==> config.mk <==
export PLATFORM = sky130hd
export DESIGN_NAME = tcc_queue
export DESIGN_NICKNAME = d
export VERILOG_FILES = /design/src/tcc_pkg.sv /design/src/tcc_queue.sv
export SDC_FILE = /design/constraint.sdc
export NUM_CORES = 1
export LEC_CHECK = 0
export BUFFER_PORTS_ARGS = -buffer_cell sky130_fd_sc_hd__buf_4
export CAP_MARGIN = 30
export CORE_UTILIZATION = 47
export DETAILED_ROUTE_END_ITERATION = 6
export GPL_ROUTABILITY_DRIVEN = 0
export HOLD_SLACK_MARGIN = 0.1
export PLACE_DENSITY = 0.76
export SKIP_LAST_GASP = 1
export SYNTH_ARGS = -nofsm -noshare
export SYNTH_HDL_FRONTEND = slang
export SYNTH_SLANG_ARGS = --single-unit
==> constraint.sdc <==
create_clock -name clk_i -period 3.3 [get_ports clk_i]
set_clock_uncertainty 0.15 [all_clocks]
set_input_delay 0.165 -clock clk_i [delete_from_list [all_inputs] [get_ports clk_i]]
set_output_delay 0.165 -clock clk_i [all_outputs]
set_load 0.03 [all_outputs]
==> src/tcc_pkg.sv <==
// ----------------------------------------------------------------------------
// tcc_pkg
// Shared types and constants for the text console cursor engine.
// ----------------------------------------------------------------------------
`default_nettype none

package tcc_pkg;

  localparam int unsigned REQ_W     = 2;
  localparam int unsigned CHAR_W    = 8;
  localparam int unsigned ATTR_W    = 8;
  localparam int unsigned ROW_W     = 5;
  localparam int unsigned COL_W     = 7;
  localparam int unsigned POS_OUT_W = 11;
  localparam int unsigned CELL_W    = 16;
  // linear address width that covers the largest screen, 32 x 128
  localparam int unsigned POS_W     = 12;
  // tab phase, col mod tab stop, tab stop at most 8
  localparam int unsigned TAB_W     = 3;

  localparam logic [ATTR_W-1:0] RESET_ATTR = 8'd7;

  localparam logic [CHAR_W-1:0] CH_SPACE = 8'h20;
  localparam logic [CHAR_W-1:0] CH_BS    = 8'h08;
  localparam logic [CHAR_W-1:0] CH_TAB   = 8'h09;
  localparam logic [CHAR_W-1:0] CH_LF    = 8'h0A;
  localparam logic [CHAR_W-1:0] CH_CR    = 8'h0D;

  typedef enum logic [1:0] {
    REQ_PUT   = 2'd0,
    REQ_SET   = 2'd1,
    REQ_CLEAR = 2'd2,
    REQ_READ  = 2'd3
  } req_e;

  typedef enum logic [2:0] {
    OP_PRINT,
    OP_BS,
    OP_TAB,
    OP_LF,
    OP_CR,
    OP_SET,
    OP_CLEAR,
    OP_READ
  } op_e;

  typedef enum logic [2:0] {
    ST_INIT,
    ST_IDLE,
    ST_SCROLL,
    ST_CLEAR,
    ST_RDWAIT,
    ST_FINISH
  } state_e;

  typedef struct packed {
    op_e               op;
    logic [ATTR_W-1:0] attr;
    logic [CHAR_W-1:0] chr;
    logic [ROW_W-1:0]  row;
    logic [COL_W-1:0]  col;
    logic [TAB_W-1:0]  phase;
    logic [POS_W-1:0]  addr;
    logic              hit;
  } cmd_t;

  typedef struct packed {
    logic [CELL_W-1:0]    cell_data;
    logic [POS_OUT_W-1:0] pos;
    logic [COL_W-1:0]     col;
    logic [ROW_W-1:0]     row;
  } res_t;

  function automatic logic [CELL_W-1:0] blank(input logic [ATTR_W-1:0] attr);
    return {attr, CH_SPACE};
  endfunction

endpackage

`default_nettype wire

==> src/tcc_queue.sv <==
// ----------------------------------------------------------------------------
// tcc_queue
// Small command FIFO between decode and the cell sequencer.
// ----------------------------------------------------------------------------
`default_nettype none

module tcc_queue #(
  parameter int unsigned DEPTH = 2
) (
  input  wire logic    clk_i,
  input  wire logic    rst_ni,
  input  wire logic    push_valid_i,
  output logic         push_ready_o,
  input  wire tcc_pkg::cmd_t push_cmd_i,
  output logic         pop_valid_o,
  input  wire logic    pop_ready_i,
  output tcc_pkg::cmd_t pop_cmd_o
);

  localparam int unsigned PTR_W = (DEPTH > 1) ? $clog2(DEPTH) : 1;
  localparam int unsigned CNT_W = $clog2(DEPTH + 1);

  tcc_pkg::cmd_t    store [DEPTH];
  logic [PTR_W-1:0] wr_ptr_q, wr_ptr_d, rd_ptr_q, rd_ptr_d;
  logic [CNT_W-1:0] count_q, count_d;
  logic             push, pop;

  assign push_ready_o = count_q != CNT_W'(DEPTH);
  assign pop_valid_o  = count_q != '0;
  assign push         = push_valid_i && push_ready_o;
  assign pop          = pop_ready_i && pop_valid_o;
  assign pop_cmd_o    = store[rd_ptr_q];

  always_comb begin
    wr_ptr_d = wr_ptr_q;
    rd_ptr_d = rd_ptr_q;
    count_d  = count_q;
    if (push) begin
      wr_ptr_d = (wr_ptr_q == PTR_W'(DEPTH - 1)) ? '0 : wr_ptr_q + 1'b1;
    end
    if (pop) begin
      rd_ptr_d = (rd_ptr_q == PTR_W'(DEPTH - 1)) ? '0 : rd_ptr_q + 1'b1;
    end
    if (push && !pop) begin
      count_d = count_q + 1'b1;
    end else if (pop && !push) begin
      count_d = count_q - 1'b1;
    end
  end

  always_ff @(posedge clk_i or negedge rst_ni) begin
    if (!rst_ni) begin
      wr_ptr_q <= '0;
      rd_ptr_q <= '0;
      count_q  <= '0;
    end else begin
      wr_ptr_q <= wr_ptr_d;
      rd_ptr_q <= rd_ptr_d;
      count_q  <= count_d;
    end
  end

  always_ff @(posedge clk_i) begin
    if (push) begin
      store[wr_ptr_q] <= push_cmd_i;
    end
  end

endmodule

`default_nettype wire

* Word level (Yosys, flattened, before mapping) *
Memory sizes are Yosys's and may differ from the RTL's.
Cells that the tools add are included.

word-level totals
  memories = 1
  memory bits (writable) = 94
  input port bits = 51
  output and inout bits = 49
  flip-flop bits (word level) = 4

cells by class
  mux-type cells = 6
  add/subtract/negate cells = 4
  equal/unequal tests = 1
  reduce and logical (&&, ||, !) cells = 8

memory list
  memory  depth  bits a word  read ports  clocked after Yosys merged registers in  write ports  RTL line         RTL
  store   2      47           1           0                                        1            tcc_queue.sv:23  tcc_pkg::cmd_t store [DEPTH];

operators by type and width
  kind                                                                 number
  1-bit logical AND                                                    4
  1-bit two-way mux                                                    4
  2-bit two-way mux                                                    2
  2-bit nonzero test                                                   2
  1-bit adder (second input constant)                                  2
  2-bit by 1-bit adder with 2-bit output (second input constant)       1
  1-bit zero test                                                      2
  2-bit != test (second input constant)                                1
  2-bit by 1-bit subtractor with 2-bit output (second input constant)  1

* Logic depth before layout (Yosys ltp) *
  word-level depth = 6
  mapped depth = 7

* Worst setup path before layout *
OpenSTA, ideal clock, no wires.

  kind = reg-to-reg
  from = reg count_q[0]
  to = mem store[0][0] (netlist name) (enable)
  data required time = 2,698 ps
  arrival time = 2,865 ps
  cell stages (with the launch flop) = 4
  path slack = -167 ps
  clock period less this slack = 3,467 ps
  cells stage by stage = dfrtp_1 -> nand2b_1 -> nand2_1 -> nor2_1

on the way
  word-level cells in the longest chain between the ends = 4

ends and longest elaborated chain
  element                                  RTL line         RTL
  from (decl)                              tcc_queue.sv:25  logic [CNT_W-1:0] count_q, count_d;
  from (signal assigned)                   tcc_queue.sv:59  count_q <= count_d;
  2-bit != test                            tcc_queue.sv:28  assign push_ready_o = count_q != CNT_W'(DEPTH);
  net push_ready_o                         tcc_queue.sv:13  output logic push_ready_o,
  1-bit logical AND                        tcc_queue.sv:30  assign push = push_valid_i && push_ready_o;
  1-bit two-way mux                        tcc_queue.sv:64  if (push) begin
  1-bit two-way mux (implied by the code)  tcc_queue.sv:65  store[wr_ptr_q] <= push_cmd_i;
  to (decl)                                tcc_queue.sv:23

The timed path passes the listed nets, and every way through them passes these cells.

==> flow_metrics.py <==
metrics = {
    "run_status": {
        "status": "finished clean",
    },
    "final_layout": {
        "drive_gt1_frac": 0.514,
        "area_delta_synth_final_pct": 44.4,
        "finalNonFillerCells": 428,
        "antennaDiodeCount": 0,
        "layout.nets": 376,
        "fin_util": 0.714,
    },
    "power": {
        "power.leakage_nw": 2.08,
        "total_power_w": 0.00459,
        "max-vdd-ir-drop_uv": 687,
        "power_density_nw_per_um2": 868,
    },
    "floorplan": {
        "initial_core_util": 0.495,
        "io_pins": 100,
        "rows": 31,
        "die_area_um2": 8150,
        "dieWidth_um": 90.3,
        "die_y_um": 90.3,
        "core_um2": 7410,
    },
    "global_routing": {
        "grtUsageTotal": 0.173,
        "grt_pass1_wl_mm": 10.6,
        "grt_max_degree": 48,
        "grt_overflow": 0,
        "antenna_found_initial": 0,
        "first_global_vias": 2116,
    },
    "setup_path": {
        "worstPathMaxFanout": 28,
        "cp.arrival_ns": 1.95,
        "path_class": "reg -> out",
        "end_kind": "output port",
        "cp_data_required_time_ns": 2.98,
        "start_kind": "flip-flop",
    },
    "synth": {
        "synth_seq_area_share": 0.798,
        "yosys_most_used_dff": "edfxtp_1",
        "synth_edf_count": 94,
        "synth_cells": 164,
        "synth_fa_ha_area_frac": 0.00341,
        "synthTopCellsByArea": "edfxtp_1, mux2_2, mux2_4, dfrtp_1, buf_6",
        "synth_compound_area_frac": 0,
        "synth_common_cells": "edfxtp_1, mux2_2, mux2_4",
        "ys_ff_latch": 98,
        "syn-cell-area_um2": 3660,
        "yosys_warnings": 0,
        "synthXorXnorAreaFrac": 0.0119,
        "synth_most_common_cell": "edfxtp_1",
        "synth_simple_gate_area_frac": 0.00922,
        "synthMuxAreaShare": 0.165,
        "yosysTopAreaCell": "edfxtp_1",
        "synth_top_area_share": 0.770,
        "ys_types": 15,
        "synth_top_family_by_area": "multiplexers",
        "synth_nets": 216,
        "synthArstFlopShare": 0.0408,
        "avgSynthCellArea_um2": 22.3,
    },
    "drt": {
        "drc_errors": 0,
        "routed_wl_mm": 6.71,
        "wl_per_cell_um": 15.7,
        "avgViaCountPerCell": 4.70,
        "drt_pass1_iterations": 4,
        "vias": 2011,
        "drt_iter0_drc": 54,
        "drtAntennaViolNets": 0,
    },
    "timing": {
        "max_slew.worst_pin.slew_ns": 0.621,
        "rsz0062_at_grt": "no",
        "timing.fmax_ghz": 0.442,
        "max_slew_margin": 0.586,
        "fin_setup_tns_ns": 0,
        "period_share": 0.686,
        "maxSlewViolCount": 0,
        "fin_crit_ns": 2.26,
        "setup_violations": 0,
        "layout_setup_ws_ns": 1.04,
        "hold_viol": 0,
    },
    "clocking": {
        "clkLatencyLatePin_ns": 0.33,
        "numClockSinks": 98,
        "htree_levels": 3,
        "cts_resized": 0,
        "cts_tree": "yes",
        "clk_path_buf_depth": 2,
        "clk_pin_slew_ns": 0.08,
        "cts_setup_buffers": 0,
        "cts_made_buffers": 9,
        "root_buffer": "clkbuf_8",
    },
    "placed_design": {
        "port_buffers": 99,
        "hpwl_mm": 4.04,
        "post-place-cells": 361,
        "place_ws_ns": 1.43,
    },
    "run": {
        "maxCapViolCount": 0,
    },
    "hold_path": {
        "hp-class": "reg -> reg",
    },
}
state kept, by name, indices dropped and copies added (netlist names):
| name | cells |
|---|---|
| store | 94 |
| count_q | 2 |
| rd_ptr_q | 1 |
| wr_ptr_q | 1 |
area by class of cell:
type / count / area [µm²]
timing repair buffer: 154 / 1300
fill: 474 / 2120
inverter: 1 / 3.75
tap: 99 / 124
clock buffer: 9 / 124
multi-input combinational: 60 / 703
clock inverter: 7 / 118
sequential: 98 / 2920
routing by layer:
layer / vias to the layer above / share of wire / wire length (µm) / track usage
li1: 957 / - / - / -
met1: 976 / 0.42 / 2790 / 0.209
met2: 64 / 0.53 / 3570 / 0.303
met3: 14 / 0.032 / 212 / 0.0253
met4: 0 / 0.020 / 134 / 0.0847
met5: - / 0 / 0 / 0
final timing paths:
kind | start | to | slack (ns) | cells after the start
min reg2reg | count_q[1] | count_q[1] | 0.36 | 1
max | rd_ptr_q | pop_cmd_o[21] | 1.04 | 3
max reg2reg | count_q[0] | store[1][29] | 1.48 | 3
min in group asynchronous | rst_ni | count_q[1] | 0.58 | 3
max in group asynchronous | rst_ni | rd_ptr_q | 2.22 | 3
min | count_q[1] | count_q[1] | 0.36 | 1
stage by stage:
step | cell area, µm² | hold slack, ns
final | 5290 | 0.361
after global routing | 5290 | 0.374
after CTS | 5290 | 0.363
after detailed placement | 4540 | -0.183
after global placement | 4540 | -0.184
after floorplan | 3670 | -0.281
layout by cell type (no fill, tap or decap), drive strengths merged:
master       instances
or2                  1
bufinv               3
nor2                 2
and3                 1
ha                   1
edfxtp              94
xnor2                3
buf                103
dfrtp                4
inv                  1
mux2                47
nand2b               1
clkinv               4
nand2                2
dlygate4sd3         51
xor2                 2
clkbuf               9
logic make-up after synthesis:
logic type,count (synthesis)
xor+xnor,5
fa+ha+maj,1
mux,47
simple gates,7
buf+inv,6
flops,98
power breakdown:
part / switching [W] / leakage (nW) / internal, W
combinational: 0.00103 / 1.03 / 0.000829
clock: 0.000382 / 0.123 / 0.000503
sequential: 0.000142 / 0.919 / 0.00170
total: 0.00156 / 2.08 / 0.00304
worst max-delay path, stage by stage (launching register included):
cell and delay (ns):
dfrtp_2 0.75, buf_12 0.29, mux2_2 0.38, buf_4 0.17
timing repair:
action                                  CTS  global route
endpoints found under the setup margin    0             0
hold buffers                             51             0
hold endpoints to repair                100             0
(Power assumes the default switching activity.)
