`src/tcc_pkg.sv`:
```
// ----------------------------------------------------------------------------
// tcc_pkg
// Shared types and constants for the text console cursor engine.
// ----------------------------------------------------------------------------
`default_nettype none

package tcc_pkg;

  localparam int unsigned REQ_W     = 2;
  localparam int unsigned CHAR_W    = 8;
  localparam int unsigned ATTR_W    = 8;
  localparam int unsigned ROW_W     = 5;
  localparam int unsigned COL_W     = 7;
  localparam int unsigned POS_OUT_W = 11;
  localparam int unsigned CELL_W    = 16;
  // linear address width that covers the largest screen, 32 x 128
  localparam int unsigned POS_W     = 12;
  // tab phase, col mod tab stop, tab stop at most 8
  localparam int unsigned TAB_W     = 3;

  localparam logic [ATTR_W-1:0] RESET_ATTR = 8'd7;

  localparam logic [CHAR_W-1:0] CH_SPACE = 8'h20;
  localparam logic [CHAR_W-1:0] CH_BS    = 8'h08;
  localparam logic [CHAR_W-1:0] CH_TAB   = 8'h09;
  localparam logic [CHAR_W-1:0] CH_LF    = 8'h0A;
  localparam logic [CHAR_W-1:0] CH_CR    = 8'h0D;

  typedef enum logic [1:0] {
    REQ_PUT   = 2'd0,
    REQ_SET   = 2'd1,
    REQ_CLEAR = 2'd2,
    REQ_READ  = 2'd3
  } req_e;

  typedef enum logic [2:0] {
    OP_PRINT,
    OP_BS,
    OP_TAB,
    OP_LF,
    OP_CR,
    OP_SET,
    OP_CLEAR,
    OP_READ
  } op_e;

  typedef enum logic [2:0] {
    ST_INIT,
    ST_IDLE,
    ST_SCROLL,
    ST_CLEAR,
    ST_RDWAIT,
    ST_FINISH
  } state_e;

  typedef struct packed {
    op_e               op;
    logic [ATTR_W-1:0] attr;
    logic [CHAR_W-1:0] chr;
    logic [ROW_W-1:0]  row;
    logic [COL_W-1:0]  col;
    logic [TAB_W-1:0]  phase;
    logic [POS_W-1:0]  addr;
    logic              hit;
  } cmd_t;

  typedef struct packed {
    logic [CELL_W-1:0]    cell_data;
    logic [POS_OUT_W-1:0] pos;
    logic [COL_W-1:0]     col;
    logic [ROW_W-1:0]     row;
  } res_t;

  function automatic logic [CELL_W-1:0] blank(input logic [ATTR_W-1:0] attr);
    return {attr, CH_SPACE};
  endfunction

endpackage

`default_nettype wire

```
`src/tcc_front.sv`:
```
// ----------------------------------------------------------------------------
// tcc_front
// Request decode: classifies each request, computes the target cell address,
// range check and tab phase, and holds the result in one register stage.
// ----------------------------------------------------------------------------
`default_nettype none

module tcc_front #(
  parameter int unsigned COLUMNS  = 80,
  parameter int unsigned ROWS     = 25,
  parameter int unsigned TAB_STOP = 4
) (
  input  wire logic                        clk_i,
  input  wire logic                        rst_ni,
  input  wire logic                        in_valid_i,
  output logic                             in_ready_o,
  input  wire logic [tcc_pkg::REQ_W-1:0]   in_req_i,
  input  wire logic [tcc_pkg::CHAR_W-1:0]  in_char_i,
  input  wire logic [tcc_pkg::ATTR_W-1:0]  in_attr_i,
  input  wire logic [tcc_pkg::ROW_W-1:0]   in_row_i,
  input  wire logic [tcc_pkg::COL_W-1:0]   in_col_i,
  output logic                             out_valid_o,
  input  wire logic                        out_ready_i,
  output tcc_pkg::cmd_t                    out_cmd_o
);

  localparam int unsigned COL_N = 2 ** tcc_pkg::COL_W;

  logic [tcc_pkg::TAB_W-1:0] rem_tbl [COL_N];
  tcc_pkg::cmd_t             cmd_d, cmd_q;
  logic                      valid_q;
  logic                      load;

  for (genvar g = 0; g < COL_N; g++) begin : g_rem
    assign rem_tbl[g] = tcc_pkg::TAB_W'(g % TAB_STOP);
  end

  always_comb begin
    cmd_d       = '0;
    cmd_d.attr  = in_attr_i;
    cmd_d.chr   = in_char_i;
    cmd_d.row   = in_row_i;
    cmd_d.col   = in_col_i;
    cmd_d.phase = rem_tbl[in_col_i];
    cmd_d.hit   = (int'(in_row_i) < ROWS) && (int'(in_col_i) < COLUMNS);
    cmd_d.addr  = tcc_pkg::POS_W'(in_row_i) * tcc_pkg::POS_W'(COLUMNS)
                + tcc_pkg::POS_W'(in_col_i);
    unique case (tcc_pkg::req_e'(in_req_i))
      tcc_pkg::REQ_PUT: begin
        unique case (in_char_i)
          tcc_pkg::CH_BS:  cmd_d.op = tcc_pkg::OP_BS;
          tcc_pkg::CH_TAB: cmd_d.op = tcc_pkg::OP_TAB;
          tcc_pkg::CH_LF:  cmd_d.op = tcc_pkg::OP_LF;
          tcc_pkg::CH_CR:  cmd_d.op = tcc_pkg::OP_CR;
          default:         cmd_d.op = tcc_pkg::OP_PRINT;
        endcase
      end
      tcc_pkg::REQ_SET:   cmd_d.op = tcc_pkg::OP_SET;
      tcc_pkg::REQ_CLEAR: cmd_d.op = tcc_pkg::OP_CLEAR;
      tcc_pkg::REQ_READ:  cmd_d.op = tcc_pkg::OP_READ;
      default:            cmd_d.op = tcc_pkg::OP_READ;
    endcase
  end

  assign in_ready_o  = !valid_q || out_ready_i;
  assign load        = in_valid_i && in_ready_o;
  assign out_valid_o = valid_q;
  assign out_cmd_o   = cmd_q;

  always_ff @(posedge clk_i or negedge rst_ni) begin
    if (!rst_ni) begin
      valid_q <= 1'b0;
    end else if (in_ready_o) begin
      valid_q <= in_valid_i;
    end
  end

  always_ff @(posedge clk_i) begin
    if (load) begin
      cmd_q <= cmd_d;
    end
  end

endmodule

`default_nettype wire

```
`config.mk`:
```
export PLATFORM = sky130hd
export DESIGN_NAME = tcc_front
export DESIGN_NICKNAME = d
export VERILOG_FILES = /design/src/tcc_pkg.sv /design/src/tcc_front.sv
export SDC_FILE = /design/constraint.sdc
export NUM_CORES = 1
export LEC_CHECK = 0
export BUFFER_PORTS_ARGS = -buffer_cell sky130_fd_sc_hd__buf_2
export CAP_MARGIN = 20
export CORE_AREA = 2 2 83 61
export DETAILED_ROUTE_END_ITERATION = 10
export DIE_AREA = 0 0 85 63
export PLACE_DENSITY = 0.69
export SLEW_MARGIN = 25
export SYNTH_ARGS = -nofsm -noshare
export SYNTH_HDL_FRONTEND = slang
export SYNTH_SLANG_ARGS = --single-unit
```
`constraint.sdc`:
```
create_clock -name clk_i -period 5.35 [get_ports clk_i]
set_input_delay 0.2675 -clock clk_i [delete_from_list [all_inputs] [get_ports clk_i]]
set_output_delay 0.2675 -clock clk_i [all_outputs]
set_load 0.02 [all_outputs]
```
# --- Word-level counts from Yosys, hierarchy flattened ---
# Memories as Yosys holds them, arrays and structs flattened. A register that Yosys moved wholly into a read port is not among the register bits.
# Cells that the tools add are included.
op_classes:
  multipliers: 1
  n_mux: 2
  eq_ne: 7
  reduce_logical: 5
  n_addsub: 1
  order_cmp: 2
  n_bitwise: 1
op_table:
  columns: ["operator", "n"]
  rows:
  - ["$eq 8x4->1 const B", 4]
  - ["$pmux 3 s4", 2]
  - ["$add 12x7->12", 1]
  - ["$mul 5x3->8 const B", 1]
  - ["$not 7->8", 1]
  - ["$lt 7x7->1 const B", 1]
  - ["$lt 5x5->1 const B", 1]
  - ["$eq 2x2->1 const B", 2]
  - ["$eq 2x1->1 const B", 1]
  - ["$logic_and 1x1->1", 2]
  - ["$logic_not 2->1", 1]
  - ["$logic_not 1->1", 1]
  - ["$logic_or 1x1->1", 1]
word_totals:
  output_inout_bits: 49
  n_memories: 1
  rom_bits: 384
  word_cells: 28
  in_bits: 34
  ff_bits: 45
mem_list:
  columns: ["memory", "depth", "word_bits", "read_ports", "rd_ports_with_merged_regs", "wr", "line", "source"]
  rows:
  - ["(name not given)", 128, 3, 1, 1, 0, "tcc_front.sv:44", "cmd_d.phase = rem_tbl[in_col_i];"]

# --- Longest topological paths before layout ---
# Gate-level depths: netlist of the first run.
logic_depth:
  word_depth: 3
  ltp_mapped: 7
  mapped_depth_nobuf: 7

# --- Worst setup path before layout of the first run ---
# OpenSTA, ideal clock, no wires.
synth_timing:
  path_type: "register to register"
  startpoint: "register valid_q (netlist: out_valid_o)"
  endpoint: "register cmd_q (netlist bit out_cmd_o[0]) (enable)"
  required_time_ns: 4.949
  setup_time_ns: 0.401
  path_slack_ns: 3.236
  synth_period_minus_slack_ns: 2.114
  path_buffers: 0
  t_arrival_ns: 1.713
  path_stages_with_launch: 3
  cell_sequence: "dfrtp_1 > nand2b_1 > and2_1"
synth_between:
  elab_chain_len: 3
synth_lines:
  columns: ["item", "line", "source"]
  rows:
  - ["start: declaration", "tcc_front.sv:31", "logic valid_q;"]
  - ["start signal: assignment", "tcc_front.sv:74", "valid_q <= in_valid_i;"]
  - ["$logic_not 1->1", "tcc_front.sv:65", "assign in_ready_o = !valid_q || out_ready_i;"]
  - ["$logic_or 1x1->1", "tcc_front.sv:65", null]
  - ["net in_ready_o", "tcc_front.sv:16", "output logic in_ready_o,"]
  - ["$logic_and 1x1->1", "tcc_front.sv:66", "assign load = in_valid_i && in_ready_o;"]
  - ["net load", "tcc_front.sv:32", "logic load;"]
  - ["end signal: assignment", "tcc_front.sv:80", "cmd_q <= cmd_d;"]
  - ["end: declaration", "tcc_front.sv:30", "tcc_pkg::cmd_t cmd_d, cmd_q;"]
# The timed path passes the listed nets, and every way through them passes these cells.
# A chain may end at the register's enable or synchronous reset.

==> results.txt, run 1 <==
Worst Hold Launch - in_col_i[0]
Largest net degree at the start of global routing - 41
Filler instances - 409
Peak supply drop - 0.000225 V
Boundary pin count - 83
Sequential Area - 0.00123 sq mm
Post-Syn Area - 0.00175 sq mm
Finish-stage setup viols - 0
Worst Reg2Reg Path Length in Cells - 2
Die height - 63 um
Min Clock Period, post-route - 1.94 ns
Worst clock skew - 0.00374 ns
Reg2Reg Setup Slack - 3.73 ns
CP endpoint kind - register
# nets final - 233
Post-Syn Nets - 151
Clk buf depth - 2
Htree depth - 2
Mean number of vias per cell - 4.59
RSZ-0062 raised after global routing - no
Initial antenna violation count - 0
Cell repeated most along the worst path - ha_1
Synth-to-layout area growth - 30.2%
# clock sinks - 41
Setup TNS - 0 ns
Detail Route Antenna Nets - 0
Crit path DAT - 1.98 ns
Hold endpoint - out_cmd_o[16]
Slowest stage delay, CP - 0.40 ns
Count of different cell masters after synthesis - 29
Detail Placement HPWL - 2.45 mm
Worst-margin pin slew - 0.902 ns
Number of global-route vias before repair - 1075
Fraction of final layout cells sized beyond drive strength 1 - 48.7%
Tcrit/Tclk final - 36.2%
Initial cell density of the core - 38.1%
WP data required - 5.39 ns
Crit path launch type - input port
Clock Latency Late Sink - 0.29 ns
Share of the yosys chip area belonging to registers - 69.9%
Max-slew violations - 0
Commonest non-fill, non-tap cells in the layout - buf_2, edfxtp_1, inv_1
Reg2Reg Launch Point - out_valid_o
Total wire length - 3.36 mm
Rel. slew slack - 39.9%
Gr usage total - 12.9%
FP Rows - 21
Root buffer cell - clkbuf_8
Clk slew on worst S/H paths - 0.08 ns
Mean Syn Cell Area - 16.5 sq um
CTS tree - yes
Synth warn - 0
Hold Path Cell Cnt - 1
Min-delay worst type - input port to register
Die X - 85 um
Placer's final routability congestion estimate - 0.759
DRC - 0
Worst Slack Setup Final - 3.41 ns
First-pass GRT wire length - 5.03 mm
Commonest non-fill, non-tap cell in the layout - buf_2
Overflow after GRT - 0
Slowest cell on crit path - fa_1
Pre-antenna DRT Iters - 4
Fmax - 517 MHz
Synth Instances - 106
RR Endpoint - out_cmd_o[28]
Critical path type - input port to register
Power Dens Cells - 316 mW/mm^2
Multi-input logic area - 435 sq um
Num CTS Buffers - 5
Drt initial violations - 47
Dpl ws - 3.11 ns
Max-cap violation count - 0
Die area - 0.00536 sq mm
Status - finished clean
Post-DR wirelength/cell - 13.7 um
Final Hold Fails - 0
Via Count - 1128
CP cell instances - buf_2, ha_1, ha_1, inv_1, fa_1, xnor2_1, o2111ai_1, xnor3_1
Buffers on Ports - 81
CP max FO - 5
Leak pwr - 0.992 nW
Synth Register Bits - 41
Core box area - 0.00460 sq mm
N_diodes - 0
Post-cts sizing count - 0
==> routing by layer <==
layer	routed length, um	up-vias	GRT usage (%)
li1	-	550	-
met1	1460	514	14.9
met2	1510	58	18.8
met3	318	6	6.74
met4	74	0	7.94
met5	0	-	0
==> synth_stat cells <==
cell / n / area (sq um)
o311ai_1: 1 / 8.76
and3_1: 1 / 6.26
o41ai_2: 2 / 32.5
and3b_1: 1 / 8.76
o21ai_0: 2 / 10.0
conb_1: 1 / 3.75
o2111ai_1: 1 / 8.76
dfrtp_1: 1 / 25.0
a32oi_1: 1 / 8.76
nand3b_1: 1 / 7.51
buf_4: 7 / 52.6
o41ai_1: 1 / 8.76
xnor2_1: 6 / 52.6
and2_1: 3 / 18.8
inv_1: 11 / 41.3
a21o_1: 1 / 7.51
a21oi_2: 1 / 8.76
ha_1: 9 / 113
nand3_1: 2 / 10.0
xnor3_1: 1 / 22.5
nor4_1: 1 / 6.26
nand2b_1: 2 / 12.5
a21oi_1: 2 / 10.0
o211ai_1: 1 / 7.51
nor2b_1: 2 / 12.5
fa_1: 2 / 40.0
o21ai_1: 1 / 5.00
nand2_1: 1 / 3.75
edfxtp_1: 40 / 1200
==> flip-flops by register name, summed over array words and instances (netlist names) <==
name         count
out_cmd_o       40
out_valid_o      1
==> how the worst max path moves through the flow <==
stage | from | end | slack (ns)
final | in_row_i[1] | out_cmd_o[11] | 3.41
after global placement | in_row_i[1] | out_cmd_o[11] | 3.17
after global routing | in_row_i[1] | out_cmd_o[11] | 3.32
after floorplan | out_valid_o | out_cmd_o[0] | 3.24
after detailed placement | in_row_i[1] | out_cmd_o[11] | 3.11
after CTS | in_row_i[1] | out_cmd_o[11] | 3.43
==> through the flow <==
step	std cells	power (W)	util, %	area (sq um)	hold slack [ns]
2_1_floorplan	106	0.000476	-	1750	-0.0281
3_3_place_gp	237	0.000518	47.4	2180	0.0428
3_5_place_dp	237	0.000520	47.4	2180	0.0429
4_1_cts	246	0.000729	49.7	2280	0.133
5_1_grt	246	0.000756	49.7	2280	0.121
6_report	246	0.000723	49.7	2280	0.142
==> final cells by class <==
class	instances	area share, %
Clock buffer	7	3.78
Clock inverter	1	0.329
Inverter	11	1.81
Multi-Input combinational cell	47	19.1
Sequential cell	41	53.7
Tap cell	57	3.12
Timing Repair Buffer	82	18.2
==> worst max-delay path, delay by kind of cell <==
family	cells	cell delay, ns
AOI/OAI and AO/OA	1	0.17
adders and majority gates	3	0.85
buffers and inverters	2	0.20
xor gates and xnor gates	2	0.49
==> cells by family after synthesis <==
group | Yosys count | share of synthesized area, %
flops | 41 | 69.9
buf+inv | 18 | 5.35
compound gates | 14 | 6.63
simple gates | 14 | 4.92
fa+ha+maj | 11 | 8.70
xor+xnor | 7 | 4.28
other cells | 1 | 0.214
==> what timing repair did <==
action,in CTS,in global routing
hold buffers,1,0
endpoints found under the hold margin,1,0
buffers inserted,0,0
==> report_power, final <==
part,internal (W),leakage [nW],total (W),switching (W)
Clock,0.000105,0.0445,0.000210,0.000105
Combinational,0.0000484,0.556,0.000127,0.0000791
Sequential,0.000381,0.391,0.000385,0.00000473
Total,0.000534,0.992,0.000723,0.000189
Note: power is estimated with default switching activity, not from simulation.
==> run 2, diff against run 1 <==
clock period = 1.82 ns   (was 5.35 ns; I/O delays follow)
==> results.txt, run 2 (same netlist as run 1, synthesis figures left out) <==
Initial antenna violation count - 0 (unchanged)
Placer's final routability congestion estimate - 0.723 (-4.7%)
Critical path type - input port to register
Total wire length - 3.88 mm (+16%)
Commonest non-fill, non-tap cell in the layout - buf_2
# nets final - 264 (+13%)
Clock Latency Late Sink - 0.29 ns (about the same)
Peak supply drop - 0.000531 V (+140%)
Power Total - 0.00246 W (+240%)
DRC - 0 (unchanged)
Setup TNS - 0 ns (unchanged)
Worst Hold Launch - in_col_i[5]
Via Count - 1237 (+9.7%)
Worst clock skew - 0.00399 ns (+0.000251 ns)
Post-CTS setup buffers - 0 (unchanged)
Clk buf depth - 2 (unchanged)
Drt initial violations - 50 (+6.4%)
Post-DR wirelength/cell - 14.0 um (+2.7%)
Min Clock Period, post-route - 1.66 ns
# clock sinks - 41 (unchanged)
Hold endpoint - out_cmd_o[21]
Reg2Reg Setup Slack - 0.60 ns (-3.13 ns)
Fraction of final layout cells sized beyond drive strength 1 - 46.8% (-1.9 points)
Final Hold Fails - 0 (unchanged)
CP endpoint kind - register
Fin Hold WS - 0.0187 ns (-0.124 ns)
Crit path launch type - input port
Max FFs per register - 40 (unchanged)
Reg2Reg Launch Point - out_valid_o
Die area - 0.00536 sq mm (unchanged)
Tcrit/Tclk final - 91.2%
Detail Route Antenna Nets - 0 (unchanged)
FP Rows - 21 (unchanged)
Clk slew on worst S/H paths - 0.08 ns (about the same)
Number of global-route vias before repair - 1216 (+13%)
N_diodes - 0 (unchanged)
RSZ-0062 raised after global routing - no
Detail Placement HPWL - 2.73 mm (+11%)
Worst Reg2Reg Path Length in Cells - 3 (+1)
RR Endpoint - out_cmd_o[23]
Commonest non-fill, non-tap cells in the layout - buf_2, edfxtp_1, dlygate4sd3_1
Num CTS Buffers - 5 (unchanged)
Overflow after GRT - 0 (unchanged)
CTS tree - yes
Final core occ - 57.1% (+7.4 points)
Die X - 85 um (unchanged)
Initial cell density of the core - 38.1% (unchanged)
Status - finished clean
Leak pwr - 1.16 nW (+17%)
CP max FO - 3 (-2)
Crit path DAT - 1.69 ns (-0.29 ns)
Pre-antenna DRT Iters - 4 (unchanged)
Largest net degree at the start of global routing - 41 (unchanged)
Htree depth - 2 (unchanged)
Mean number of vias per cell - 4.47 (-2.6%)
Min-delay worst type - input port to register
Die height - 63 um (unchanged)
Gr usage total - 15.1% (+2.2 points)
Boundary pin count - 83 (unchanged)
Buffers on Ports - 81 (unchanged)
Max-cap violation count - 0 (unchanged)
Dpl ws - -0.132 ns (-3.24 ns)
Core box area - 0.00460 sq mm (unchanged)
Post-cts sizing count - 0 (unchanged)
Worst Slack Setup Final - 0.160 ns (-3.25 ns)
Root buffer cell - clkbuf_8
Max-slew violations - 0 (unchanged)
Power Dens Cells - 936 mW/mm^2 (+200%)
Hold Path Cell Cnt - 1 (unchanged)
Worst Setup SP - in_col_i[6]
First-pass GRT wire length - 6.11 mm (+21%)
WP data required - 1.85 ns (-3.54 ns)
Synth-to-layout area growth - 49.6%
Finish-stage setup viols - 0 (unchanged)
Fmax - 602 MHz
[run 2: changes by cell type in the layout (fill, tap and decap cells not counted)]
cell | previous run | this run
bufinv_16 | 0 | 2
buf_4 | 0 | 9
clkinvlp_4 | 1 | 0
clkbuf_1 | 1 | 0
dlygate4sd3_1 | 1 | 22
inv_6 | 0 | 1
clkbuf_8 | 6 | 5
buf_12 | 0 | 1
[run 2: metrics by stage]
| stage | cell area [sq um] | cells |
|---|---|---|
| floorplan | 1760 | 106 |
| global placement | 2270 | 247 |
| detailed placement | 2270 | 247 |
| CTS | 2630 | 277 |
| global route | 2630 | 277 |
| finish | 2630 | 277 |
[run 2: worst max-delay path by stage]
| stage | end | slack (ns) | cells after the start |
|---|---|---|---|
| after floorplan | out_cmd_o[11] | 0.04 | 7 |
| after global placement | out_cmd_o[12] | -0.06 | 9 |
| after detailed placement | out_cmd_o[11] | -0.13 | 8 |
| after CTS | out_cmd_o[11] | 0.15 | 6 |
| after global routing | out_cmd_o[12] | 0.1 | 9 |
| final | out_cmd_o[11] | 0.16 | 6 |
[run 2: area by class of cell]
type,count,area (sq um)
inverter,11,41.3
clock buffer,5,68.8
fill,360,1970
sequential,41,1230
tap,57,71.3
timing repair buffer,113,713
clock inverter,3,68.8
multi-input combinational,47,435
[run 2: critical path, stage by stage]
cell and delay, ns:
dlygate4sd3_1 0.55, buf_2 0.14, ha_1 0.29, nor2b_1 0.15, o2111ai_1 0.22, xnor3_1 0.25
[run 2: where the power goes]
group / switching [W] / internal (W)
combinational: 0.000249 / 0.000200
clock: 0.000323 / 0.000552
sequential: 0.0000151 / 0.00112
[run 2: routing by layer]
| layer | global-route usage, % | part of all wire [%] | vias to the layer above |
|---|---|---|---|
| met4 | 7.54 | 2.2 | 0 |
| li1 | - | - | 614 |
| met1 | 20.1 | 45 | 557 |
| met3 | 5.15 | 8.7 | 6 |
| met2 | 22.0 | 44 | 60 |
| met5 | 0 | 0 | - |
[run 2: timing repair]
item	4_1_cts	5_1_grt
endpoints found under the hold margin	22	0
endpoints found under the setup margin	0	0
hold buffers	22	0
